[src/rtl/rau_pkg.sv]
// Shared types, codes and constants of the rational arithmetic unit.
`timescale 1ns / 1ps

package rau_pkg;

    localparam int DVD_W = 64;               // divider dividend / quotient width
    localparam int DVS_W = 32;               // divider divisor width
    localparam int CNT_W = $clog2(DVD_W);    // divider iteration counter

    localparam logic signed [31:0] EQ_SCALE = 32'sd1000;

    typedef logic [3:0] op_t;
    localparam op_t OP_ADD = 4'd0;
    localparam op_t OP_SUB = 4'd1;
    localparam op_t OP_MUL = 4'd2;
    localparam op_t OP_DIV = 4'd3;
    localparam op_t OP_EQ  = 4'd4;
    localparam op_t OP_GT  = 4'd5;
    localparam op_t OP_LT  = 4'd6;
    localparam op_t OP_INC = 4'd7;
    localparam op_t OP_DEC = 4'd8;

    typedef logic [1:0] st_t;
    localparam st_t ST_OK   = 2'd0;
    localparam st_t ST_OVF  = 2'd1;
    localparam st_t ST_DIV0 = 2'd2;
    localparam st_t ST_ZDEN = 2'd3;

    // multiplier operand pairs
    typedef logic [2:0] msel_t;
    localparam msel_t MS_AN_BD = 3'd0;
    localparam msel_t MS_BN_AD = 3'd1;
    localparam msel_t MS_AD_BD = 3'd2;
    localparam msel_t MS_AN_BN = 3'd3;
    localparam msel_t MS_AD_BN = 3'd4;
    localparam msel_t MS_AN_SC = 3'd5;
    localparam msel_t MS_BN_SC = 3'd6;

    // product destinations
    typedef logic [1:0] mdst_t;
    localparam mdst_t MD_P = 2'd0;
    localparam mdst_t MD_Q = 2'd1;
    localparam mdst_t MD_R = 2'd2;

    // working fraction source / store target
    typedef logic [1:0] wsel_t;
    localparam wsel_t WS_A = 2'd0;
    localparam wsel_t WS_B = 2'd1;
    localparam wsel_t WS_R = 2'd2;

    // divider jobs
    typedef logic [1:0] ddst_t;
    localparam ddst_t DD_MN = 2'd0;
    localparam ddst_t DD_MD = 2'd1;
    localparam ddst_t DD_QA = 2'd2;
    localparam ddst_t DD_QB = 2'd3;

    // comparison outcome source
    typedef logic [1:0] csel_t;
    localparam csel_t CS_NONE = 2'd0;
    localparam csel_t CS_ORD  = 2'd1;
    localparam csel_t CS_EQ   = 2'd2;

    typedef struct packed {
        logic  load_in;
        logic  w_load;
        wsel_t w_sel;
        logic  w_one;
        logic  w_fix;
        logic  w_store;
        logic  gcd_init;
        logic  gcd_step;
        logic  div_go;
        ddst_t div_dst;
        logic  mul_go;
        msel_t mul_sel;
        mdst_t mul_dst;
        logic  form;
        logic  out_go;
        logic  out_w;
        st_t   out_st;
        csel_t cmp_sel;
    } cmd_t;

    typedef struct packed {
        op_t  op;
        logic zden;
        logic bn_zero;
        logic w_zero;
        logic gcd_eq;
        logic div_done;
        logic a_fits;
        logic b_fits;
        logic pqr_ok;
        logic res_fits;
        logic out_fits;
    } stat_t;

endpackage

[src/rtl/rau_ctrl.sv]
// Controller: sequences normalization, products, division and result transfer.
`timescale 1ns / 1ps

module rau_ctrl
    import rau_pkg::*;
(
    input  logic  clk,
    input  logic  rst_n,
    input  logic  start,
    output logic  busy,
    input  stat_t stat,
    output cmd_t  cmd
);

    localparam logic [4:0] S_IDLE  = 5'd0;
    localparam logic [4:0] S_DEC   = 5'd1;
    localparam logic [4:0] S_NZ    = 5'd2;
    localparam logic [4:0] S_GCD   = 5'd3;
    localparam logic [4:0] S_DWN   = 5'd4;
    localparam logic [4:0] S_DWD   = 5'd5;
    localparam logic [4:0] S_FIX   = 5'd6;
    localparam logic [4:0] S_NST   = 5'd7;
    localparam logic [4:0] S_CHK   = 5'd8;
    localparam logic [4:0] S_M1    = 5'd9;
    localparam logic [4:0] S_M2    = 5'd10;
    localparam logic [4:0] S_M3    = 5'd11;
    localparam logic [4:0] S_FORM  = 5'd12;
    localparam logic [4:0] S_RCHK  = 5'd13;
    localparam logic [4:0] S_ROUT  = 5'd14;
    localparam logic [4:0] S_CMP_P = 5'd15;
    localparam logic [4:0] S_CMP_Q = 5'd16;
    localparam logic [4:0] S_CMP_O = 5'd17;
    localparam logic [4:0] S_EQA_M = 5'd18;
    localparam logic [4:0] S_EQA_D = 5'd19;
    localparam logic [4:0] S_EQA_W = 5'd20;
    localparam logic [4:0] S_EQB_M = 5'd21;
    localparam logic [4:0] S_EQB_D = 5'd22;
    localparam logic [4:0] S_EQB_W = 5'd23;
    localparam logic [4:0] S_EQ_O  = 5'd24;
    localparam logic [4:0] S_LDB   = 5'd25;

    logic [4:0] state_reg, state_next;
    wsel_t      tgt_reg, tgt_next;
    logic       uses_b, addsub;

    assign uses_b = stat.op <= OP_LT;
    assign addsub = (stat.op == OP_ADD) || (stat.op == OP_SUB);

    always_comb
    begin
        cmd        = '0;
        state_next = state_reg;
        tgt_next   = tgt_reg;
        unique case (state_reg)
            S_IDLE:
                if (start)
                begin
                    cmd.load_in = 1'b1;
                    state_next  = S_DEC;
                end
            S_DEC:
                priority if (stat.op > OP_DEC)
                begin
                    cmd.out_go = 1'b1; cmd.out_st = ST_OK; state_next = S_IDLE;
                end
                else if (stat.zden)
                begin
                    cmd.out_go = 1'b1; cmd.out_st = ST_ZDEN; state_next = S_IDLE;
                end
                else if (stat.op == OP_EQ)
                    state_next = S_EQA_M;
                else if ((stat.op == OP_GT) || (stat.op == OP_LT))
                    state_next = S_CMP_P;
                else if ((stat.op == OP_DIV) && stat.bn_zero)
                begin
                    cmd.out_go = 1'b1; cmd.out_st = ST_DIV0; state_next = S_IDLE;
                end
                else
                begin
                    cmd.w_load = 1'b1; cmd.w_sel = WS_A;
                    tgt_next   = WS_A; state_next = S_NZ;
                end
            S_NZ:
                if (stat.w_zero)
                begin
                    cmd.w_one = 1'b1; state_next = S_NST;
                end
                else
                begin
                    cmd.gcd_init = 1'b1; state_next = S_GCD;
                end
            S_GCD:
                if (stat.gcd_eq)
                begin
                    cmd.div_go = 1'b1; cmd.div_dst = DD_MN; state_next = S_DWN;
                end
                else
                    cmd.gcd_step = 1'b1;
            S_DWN:
                if (stat.div_done)
                begin
                    cmd.div_go = 1'b1; cmd.div_dst = DD_MD; state_next = S_DWD;
                end
            S_DWD:
                if (stat.div_done)
                    state_next = S_FIX;
            S_FIX:
            begin
                cmd.w_fix  = 1'b1;
                state_next = S_NST;
            end
            S_NST:
                unique case (tgt_reg)
                    WS_A:
                    begin
                        cmd.w_store = 1'b1;
                        cmd.w_sel   = WS_A;
                        state_next  = uses_b ? S_LDB : S_CHK;
                    end
                    WS_B:
                    begin
                        cmd.w_store = 1'b1; cmd.w_sel = WS_B; state_next = S_CHK;
                    end
                    default: state_next = S_ROUT;
                endcase
            // a is stored; bring b into the working pair
            S_LDB:
            begin
                cmd.w_load = 1'b1; cmd.w_sel = WS_B;
                tgt_next   = WS_B; state_next = S_NZ;
            end
            S_CHK:
                priority if (!stat.a_fits || (uses_b && !stat.b_fits))
                begin
                    cmd.out_go = 1'b1; cmd.out_st = ST_OVF; state_next = S_IDLE;
                end
                else if ((stat.op == OP_INC) || (stat.op == OP_DEC))
                    state_next = S_FORM;
                else
                    state_next = S_M1;
            S_M1:
            begin
                cmd.mul_go  = 1'b1;
                cmd.mul_dst = MD_P;
                cmd.mul_sel = (stat.op == OP_MUL) ? MS_AN_BN : MS_AN_BD;
                state_next  = addsub ? S_M2 : S_M3;
            end
            S_M2:
            begin
                cmd.mul_go = 1'b1; cmd.mul_dst = MD_Q; cmd.mul_sel = MS_BN_AD;
                state_next = S_M3;
            end
            S_M3:
            begin
                cmd.mul_go  = 1'b1;
                cmd.mul_dst = MD_R;
                cmd.mul_sel = (stat.op == OP_DIV) ? MS_AD_BN : MS_AD_BD;
                state_next  = S_FORM;
            end
            S_FORM:
                if (addsub && !stat.pqr_ok)
                begin
                    cmd.out_go = 1'b1; cmd.out_st = ST_OVF; state_next = S_IDLE;
                end
                else
                begin
                    cmd.form = 1'b1; state_next = S_RCHK;
                end
            S_RCHK:
                if (!stat.res_fits)
                begin
                    cmd.out_go = 1'b1; cmd.out_st = ST_OVF; state_next = S_IDLE;
                end
                else
                begin
                    cmd.w_load = 1'b1; cmd.w_sel = WS_R;
                    tgt_next   = WS_R; state_next = S_NZ;
                end
            S_ROUT:
            begin
                cmd.out_go = 1'b1;
                cmd.out_w  = stat.out_fits;
                cmd.out_st = stat.out_fits ? ST_OK : ST_OVF;
                state_next = S_IDLE;
            end
            S_CMP_P:
            begin
                cmd.mul_go = 1'b1; cmd.mul_dst = MD_P; cmd.mul_sel = MS_AN_BD;
                state_next = S_CMP_Q;
            end
            S_CMP_Q:
            begin
                cmd.mul_go = 1'b1; cmd.mul_dst = MD_Q; cmd.mul_sel = MS_BN_AD;
                state_next = S_CMP_O;
            end
            S_CMP_O:
            begin
                cmd.out_go = 1'b1; cmd.out_st = ST_OK; cmd.cmp_sel = CS_ORD;
                state_next = S_IDLE;
            end
            S_EQA_M:
            begin
                cmd.mul_go = 1'b1; cmd.mul_dst = MD_P; cmd.mul_sel = MS_AN_SC;
                state_next = S_EQA_D;
            end
            S_EQA_D:
            begin
                cmd.div_go = 1'b1; cmd.div_dst = DD_QA; state_next = S_EQA_W;
            end
            S_EQA_W:
                if (stat.div_done)
                    state_next = S_EQB_M;
            S_EQB_M:
            begin
                cmd.mul_go = 1'b1; cmd.mul_dst = MD_P; cmd.mul_sel = MS_BN_SC;
                state_next = S_EQB_D;
            end
            S_EQB_D:
            begin
                cmd.div_go = 1'b1; cmd.div_dst = DD_QB; state_next = S_EQB_W;
            end
            S_EQB_W:
                if (stat.div_done)
                    state_next = S_EQ_O;
            S_EQ_O:
            begin
                cmd.out_go = 1'b1; cmd.out_st = ST_OK; cmd.cmp_sel = CS_EQ;
                state_next = S_IDLE;
            end
            default: state_next = S_IDLE;
        endcase
    end

    always_ff @(posedge clk or negedge rst_n)
    begin
        if (!rst_n)
        begin
            state_reg <= S_IDLE;
            tgt_reg   <= WS_A;
        end
        else
        begin
            state_reg <= state_next;
            tgt_reg   <= tgt_next;
        end
    end

    assign busy = state_reg != S_IDLE;

endmodule

[config.mk]
export PLATFORM = sky130hd
export DESIGN_NAME = rau_ctrl
export DESIGN_NICKNAME = d
export VERILOG_FILES = /design/src/rtl/rau_pkg.sv /design/src/rtl/rau_ctrl.sv
export SDC_FILE = /design/constraint.sdc
export NUM_CORES = 1
export LEC_CHECK = 0
export ABC_AREA = 1
export ABC_CLOCK_PERIOD_IN_PS = 1900
export BUFFER_PORTS_ARGS = -buffer_cell sky130_fd_sc_hd__buf_2
export CORE_MARGIN = 2
export CORE_UTILIZATION = 49
export CTS_CLUSTER_SIZE = 16
export DETAILED_ROUTE_END_ITERATION = 10
export HOLD_SLACK_MARGIN = 0.15
export PLACE_DENSITY = 0.83
export SETUP_SLACK_MARGIN = 0.2
export SLEW_MARGIN = 20
export SYNTH_ARGS = -nofsm -noshare
export SYNTH_HDL_FRONTEND = slang
export SYNTH_SLANG_ARGS = --single-unit
[constraint.sdc]
create_clock -name clk -period 1.9 [get_ports clk]
set_input_delay 0.095 -clock clk [delete_from_list [all_inputs] [get_ports clk]]
set_output_delay 0.095 -clock clk [all_outputs]
set_load 0.05 [all_outputs]
==> results.cfg, run 1 <==
[timing]
rsz0062_at_grt = yes
finalWorstSetupSlack_ns = 0.147
hold_violations = 0
slew_headroom = 0.785
slew_violations = 0
fin_crit_sh = 0.923
setup_violations = 0
tns_ns = 0
timing.final.crit_period_ns = 1.75
worst_pin_slew_ns = 0.319
skew_ns = 0.00127
max_freq_ghz = 0.570

[yosys]
synth-seq-cells = 7
yosysSeqAreaShare = 0.155
synth_top_area_share = 0.173
syn_area_per_cell_sq_um = 5.45
synth_area_leaders = nand2_1 (17%), dfrtp_1 (16%), inv_1 (12%), nand3_1 (11%), nor2_1 (11%)
synth.yosys.warnings = 0
syn-num-nets = 224
synth.largest_area_cell = nand2_1
synth_area_sq_um = 1130
yosysUniqueCellTypes = 29
syn_inst = 207

[die]
io_pins = 43
fp.dieArea_sq_um = 2700
core-area_sq_um = 2190
chipHeight_microns = 52.0
die_w_microns = 52.0
row_count = 17
initial_core_util = 0.515

[route]
wl_met1_microns = 1650
drtIter0Drc = 130
wl_met2_microns = 2270
drc = 0
drt_first_pass_iters = 5
dr.max_layer_used = met4
wirelength_microns = 4680
vias = 1746
vias_per_cell = 5.82
wl_per_cell_microns = 15.6
met3RoutedLength_microns = 577
final_antenna_net_count = 0

[setup_path]
arrival_ns = 1.66
cpPeakStageDelay_ns = 0.45
endpoint_kind = primary output
ff2ff_path_depth = 11
crit_chain = inv_4, nor2_4, nand3_1, nor2_2, inv_1, o21ai_2, buf_6
critPathKind = flip-flop to primary output
timing.rr.start = state_reg[2]
crit_path_top_delay_cell = dfrtp_2
r2r_slack_ns = 0.23
crit_fanout = 5
required_ns = 1.80
r2r_end = state_reg[2]
crit_path_start_kind = flip-flop

[grt]
grt_pass1_wl_microns = 6510
grt_usage = 0.321
grt_pass1_vias = 1456
grt_max_degree = 16
grt-ovfl-total = 0
antenna_found_initial = 0

[place]
io_buffers = 42
dp_slack_ns = 0.227
gp_congestion = 1.01
dpl.hpwl_microns = 2950

[cts]
cts.sinks = 7
cts_buffers = 3
cts_tree = built
htree_num_levels = 1
cts-root-buf = clkbuf_4
clock_latency_ns = 0.24
clk_path_buf_depth = 2
path_clk_slew_ns = 0.05

[finish]
drive_gt1_frac = 0.463
layout_common_cells = nand2_1 (48), inv_1 (31), buf_2 (26), nor2_1 (24), buf_4 (23)
largest_reg_flops = 5
area_growth_pct = 64.0
nets = 290
final_common_cell = nand2_1
antenna_cells = 0

[hold_path]
min_path_type = input pin to flip-flop
holdPathStages = 4
min-delay-start = stat[5]
min_to = state_reg[1]

[power_and_ir_drop]
p_leak_nw = 1.06
ir_drop_uv = 1260
pwr_density_cell_nw_per_um2 = 1670

[run]
max_cap_viol_count = 0

[outcome]
outcome = completed
## what timing repair did
action                                  in CTS  in global routing
endpoints found under the hold margin        8                  0
endpoints found under the setup margin      18                 20
pin swaps                                    5                 10
buffers inserted                            13                  4
resized for setup                           33                 33
hold buffers                                 2                  0
gates cloned                                 0                  0
## layer usage
layer	up-vias	global-route usage
met1	769	0.443
met5	-	0
met3	23	0.0345
met4	0	0.0789
li1	798	-
met2	156	0.532
## worst max-delay path, delay by kind of cell, from the launching register on
family          cells  cell delay [ns]
simple gates        3             0.57
compound gates      1             0.07
flops               1             0.45
buf+inv             3             0.33
## worst max-delay path by stage
stage,endpoint,from,cells past startpoint,slack [ns]
final,cmd[21],state_reg[0],7,0.15
after global routing,cmd[21],state_reg[0],7,0.06
after CTS,cmd[2],state_reg[2],7,0.17
after detailed placement,cmd[2],state_reg[4],8,0.23
after global placement,cmd[12],state_reg[2],7,0.23
after floorplan,cmd[5],state_reg[4],6,0.11
## through the flow
stage | utilization | instance area, sq um | power, W | hold slack (ns) | cells
floorplan | - | 1220 | 0.00184 | -0.201 | 207
global placement | 0.665 | 1460 | 0.00221 | -0.0724 | 277
detailed placement | 0.665 | 1460 | 0.00222 | -0.0710 | 277
CTS | 0.786 | 1720 | 0.00278 | 0.162 | 296
global route | 0.845 | 1850 | 0.00326 | 0.202 | 300
finish | 0.845 | 1850 | 0.00308 | 0.174 | 300
## cell families after synthesis
family | after synthesis | synth area share
flops | 7 | 0.155
compound gates | 18 | 0.101
simple gates | 140 | 0.588
buf+inv | 42 | 0.156
## Yosys cell counts
cell       count
nand2_4        1
nand2_1       52
nand4_2        1
nand3_2        1
buf_2          1
nor3_2         1
dfrtp_1        7
nor2_4         2
nor2_1        32
nor4_2         1
o211ai_2       1
o21ai_0        7
o31ai_1        1
nor3b_1        1
nor2_2         5
nand3b_1       2
nand4_1        7
inv_1         35
buf_6          1
a31oi_1        1
a21oi_2        1
o211ai_1       2
nand3_1       24
inv_2          4
a21oi_1        4
clkbuf_8       1
nor3_1         9
o2111ai_1      1
nand2_2        1
## power by group
part | internal (W) | total (W) | switching, W
clock | 0.0000797 | 0.000127 | 0.0000478
combinational | 0.000895 | 0.00260 | 0.00170
sequential | 0.000228 | 0.000359 | 0.000131
total | 0.00120 | 0.00308 | 0.00188
## final cells by class
cell class                 instances  area, sq um
multi-input combinational        158          986
fill                             131          340
tap                               28         35.0
inverter                          39          156
sequential                         7          180
timing repair buffer              64          467
clock buffer                       4         26.3
No activity file was read; power rests on OpenSTA's default activity.
==> run 2, diff against run 1 <==
==> constraint.sdc (replaced) <==
create_clock -name clk -period 1.9 [get_ports clk]
set_input_delay 0 -clock clk [delete_from_list [all_inputs] [get_ports clk]]
set_output_delay 0 -clock clk [all_outputs]
set_load 0.05 [all_outputs]
==> run 2 against run 1 <==
  * Global-route usage fell by 4.1 points
  * Sequential cell count did not move
  * Critical path depth fell by 1
  * Maximum frequency rose by 2.2%
==> results.cfg, run 2 (same netlist as run 1, synthesis figures left out) <==
[setup_path]
r2r_end = state_reg[2]
timing.rr.start = state_reg[0]
endpoint_kind = primary output
ff2ff_path_depth = 8
critical_path.startpoint = state_reg[4]
arrival_ns = 1.71
required_ns = 1.90
critPathKind = flip-flop to primary output
cp-endpoint = cmd[2]
r2r_slack_ns = 0.20
crit_fanout = 8
crit_path_start_kind = flip-flop

[grt]
grt_pass1_wl_microns = 5740
grt_pass1_vias = 1328
grt_max_degree = 15
grt-ovfl-total = 0
antenna_found_initial = 0
grt_usage = 0.280

[finish]
n_fill_cell = 170
area_growth_pct = 53.0
layout_common_cells = nand2_1 (48), inv_1 (33), buf_2 (30), nor2_1 (26), buf_4 (20)
antenna_cells = 0
drive_gt1_frac = 0.409
largest_reg_flops = 5
utilization = 0.788
nets = 287
final_common_cell = nand2_1

[cts]
cts.sinks = 7
cts_tree = built
cts-root-buf = clkbuf_4
cts_buffers = 3
htree_num_levels = 1
path_clk_slew_ns = 0.05
clock_latency_ns = 0.25
clk_path_buf_depth = 2

[hold_path]
min_path_type = input pin to flip-flop
min-delay-start = stat[3]

[timing]
skew_ns = 0.00417
finalWorstSetupSlack_ns = 0.185
hold_violations = 0
max_freq_ghz = 0.583
worst_pin_slew_ns = 0.360
fin_crit_sh = 0.903
setup_violations = 0
slew_violations = 0
timing.final.crit_period_ns = 1.71
tns_ns = 0
rsz0062_at_grt = yes
slew_headroom = 0.758

[place]
dpl.hpwl_microns = 2920
gp_congestion = 1.02
io_buffers = 42
dp_slack_ns = 0.214

[route]
drt_first_pass_iters = 5
vias = 1665
wirelength_microns = 4120
vias_per_cell = 5.61
drc = 0
drtIter0Drc = 97
final_antenna_net_count = 0
wl_per_cell_microns = 13.9

[die]
chipHeight_microns = 52.0
fp.dieArea_sq_um = 2700
io_pins = 43
core-area_sq_um = 2190
row_count = 17
die_w_microns = 52.0
initial_core_util = 0.515

[run]
max_cap_viol_count = 0

[power_and_ir_drop]
p_leak_nw = 1.01
ir_drop_uv = 1050
pwr_density_cell_nw_per_um2 = 1590

[outcome]
outcome = completed
## run 2: how the worst min path moves through the flow
stage              endpoint  cells after the start
2_1_floorplan  state_reg[0]                      0
3_3_place_gp   state_reg[0]                      1
3_5_place_dp   state_reg[0]                      1
4_1_cts        state_reg[3]                      5
5_1_grt        state_reg[3]                      5
6_report       state_reg[3]                      5
## run 2: metal layers
metal	share of wire	vias up	routed length, microns	global-route usage
met1	0.39	743	1620	0.386
met4	0.022	0	91	0.0526
met2	0.47	115	1940	0.466
met5	0	-	0	0
met3	0.11	15	462	0.0374
li1	-	792	-	-
## run 2: worst max-delay path: stages (launching register included)
cell      delay, ns
dfrtp_2        0.48
inv_6          0.13
nand3_2        0.13
nor2_1         0.25
a21oi_2        0.14
o211ai_1       0.11
buf_4          0.23
## run 2: cell type report
cell class                 count  area [sq um]  share of cell area
multi-input combinational    158           921               0.533
timing repair buffer          61           407               0.236
sequential                     7           181               0.105
inverter                      39           156              0.0906
tap                           28          35.0              0.0203
clock buffer                   4          26.3              0.0152
## run 2: per-stage QoR
step,instances,hold slack [ns],instance area (sq um),total power (W)
after floorplan,207,-0.296,1190,0.00179
after global routing,297,0.202,1730,0.00291
after CTS,292,0.154,1600,0.00247
after detailed placement,277,-0.161,1430,0.00215
after global placement,277,-0.162,1430,0.00213
final,297,0.163,1730,0.00275
## run 2: timing repair
| item | 4_1_cts | 5_1_grt |
|---|---|---|
| hold buffers | 5 | 0 |
| resized for setup | 19 | 29 |
| hold endpoints to repair | 11 | 0 |
| endpoints found under the setup margin | 20 | 15 |
| buffers inserted | 6 | 5 |
| pin swaps | 1 | 5 |
## run 2: power breakdown
group	internal (W)	switching, W
Combinational	0.000713	0.00152
Clock	0.0000802	0.0000554
Sequential	0.000229	0.000154
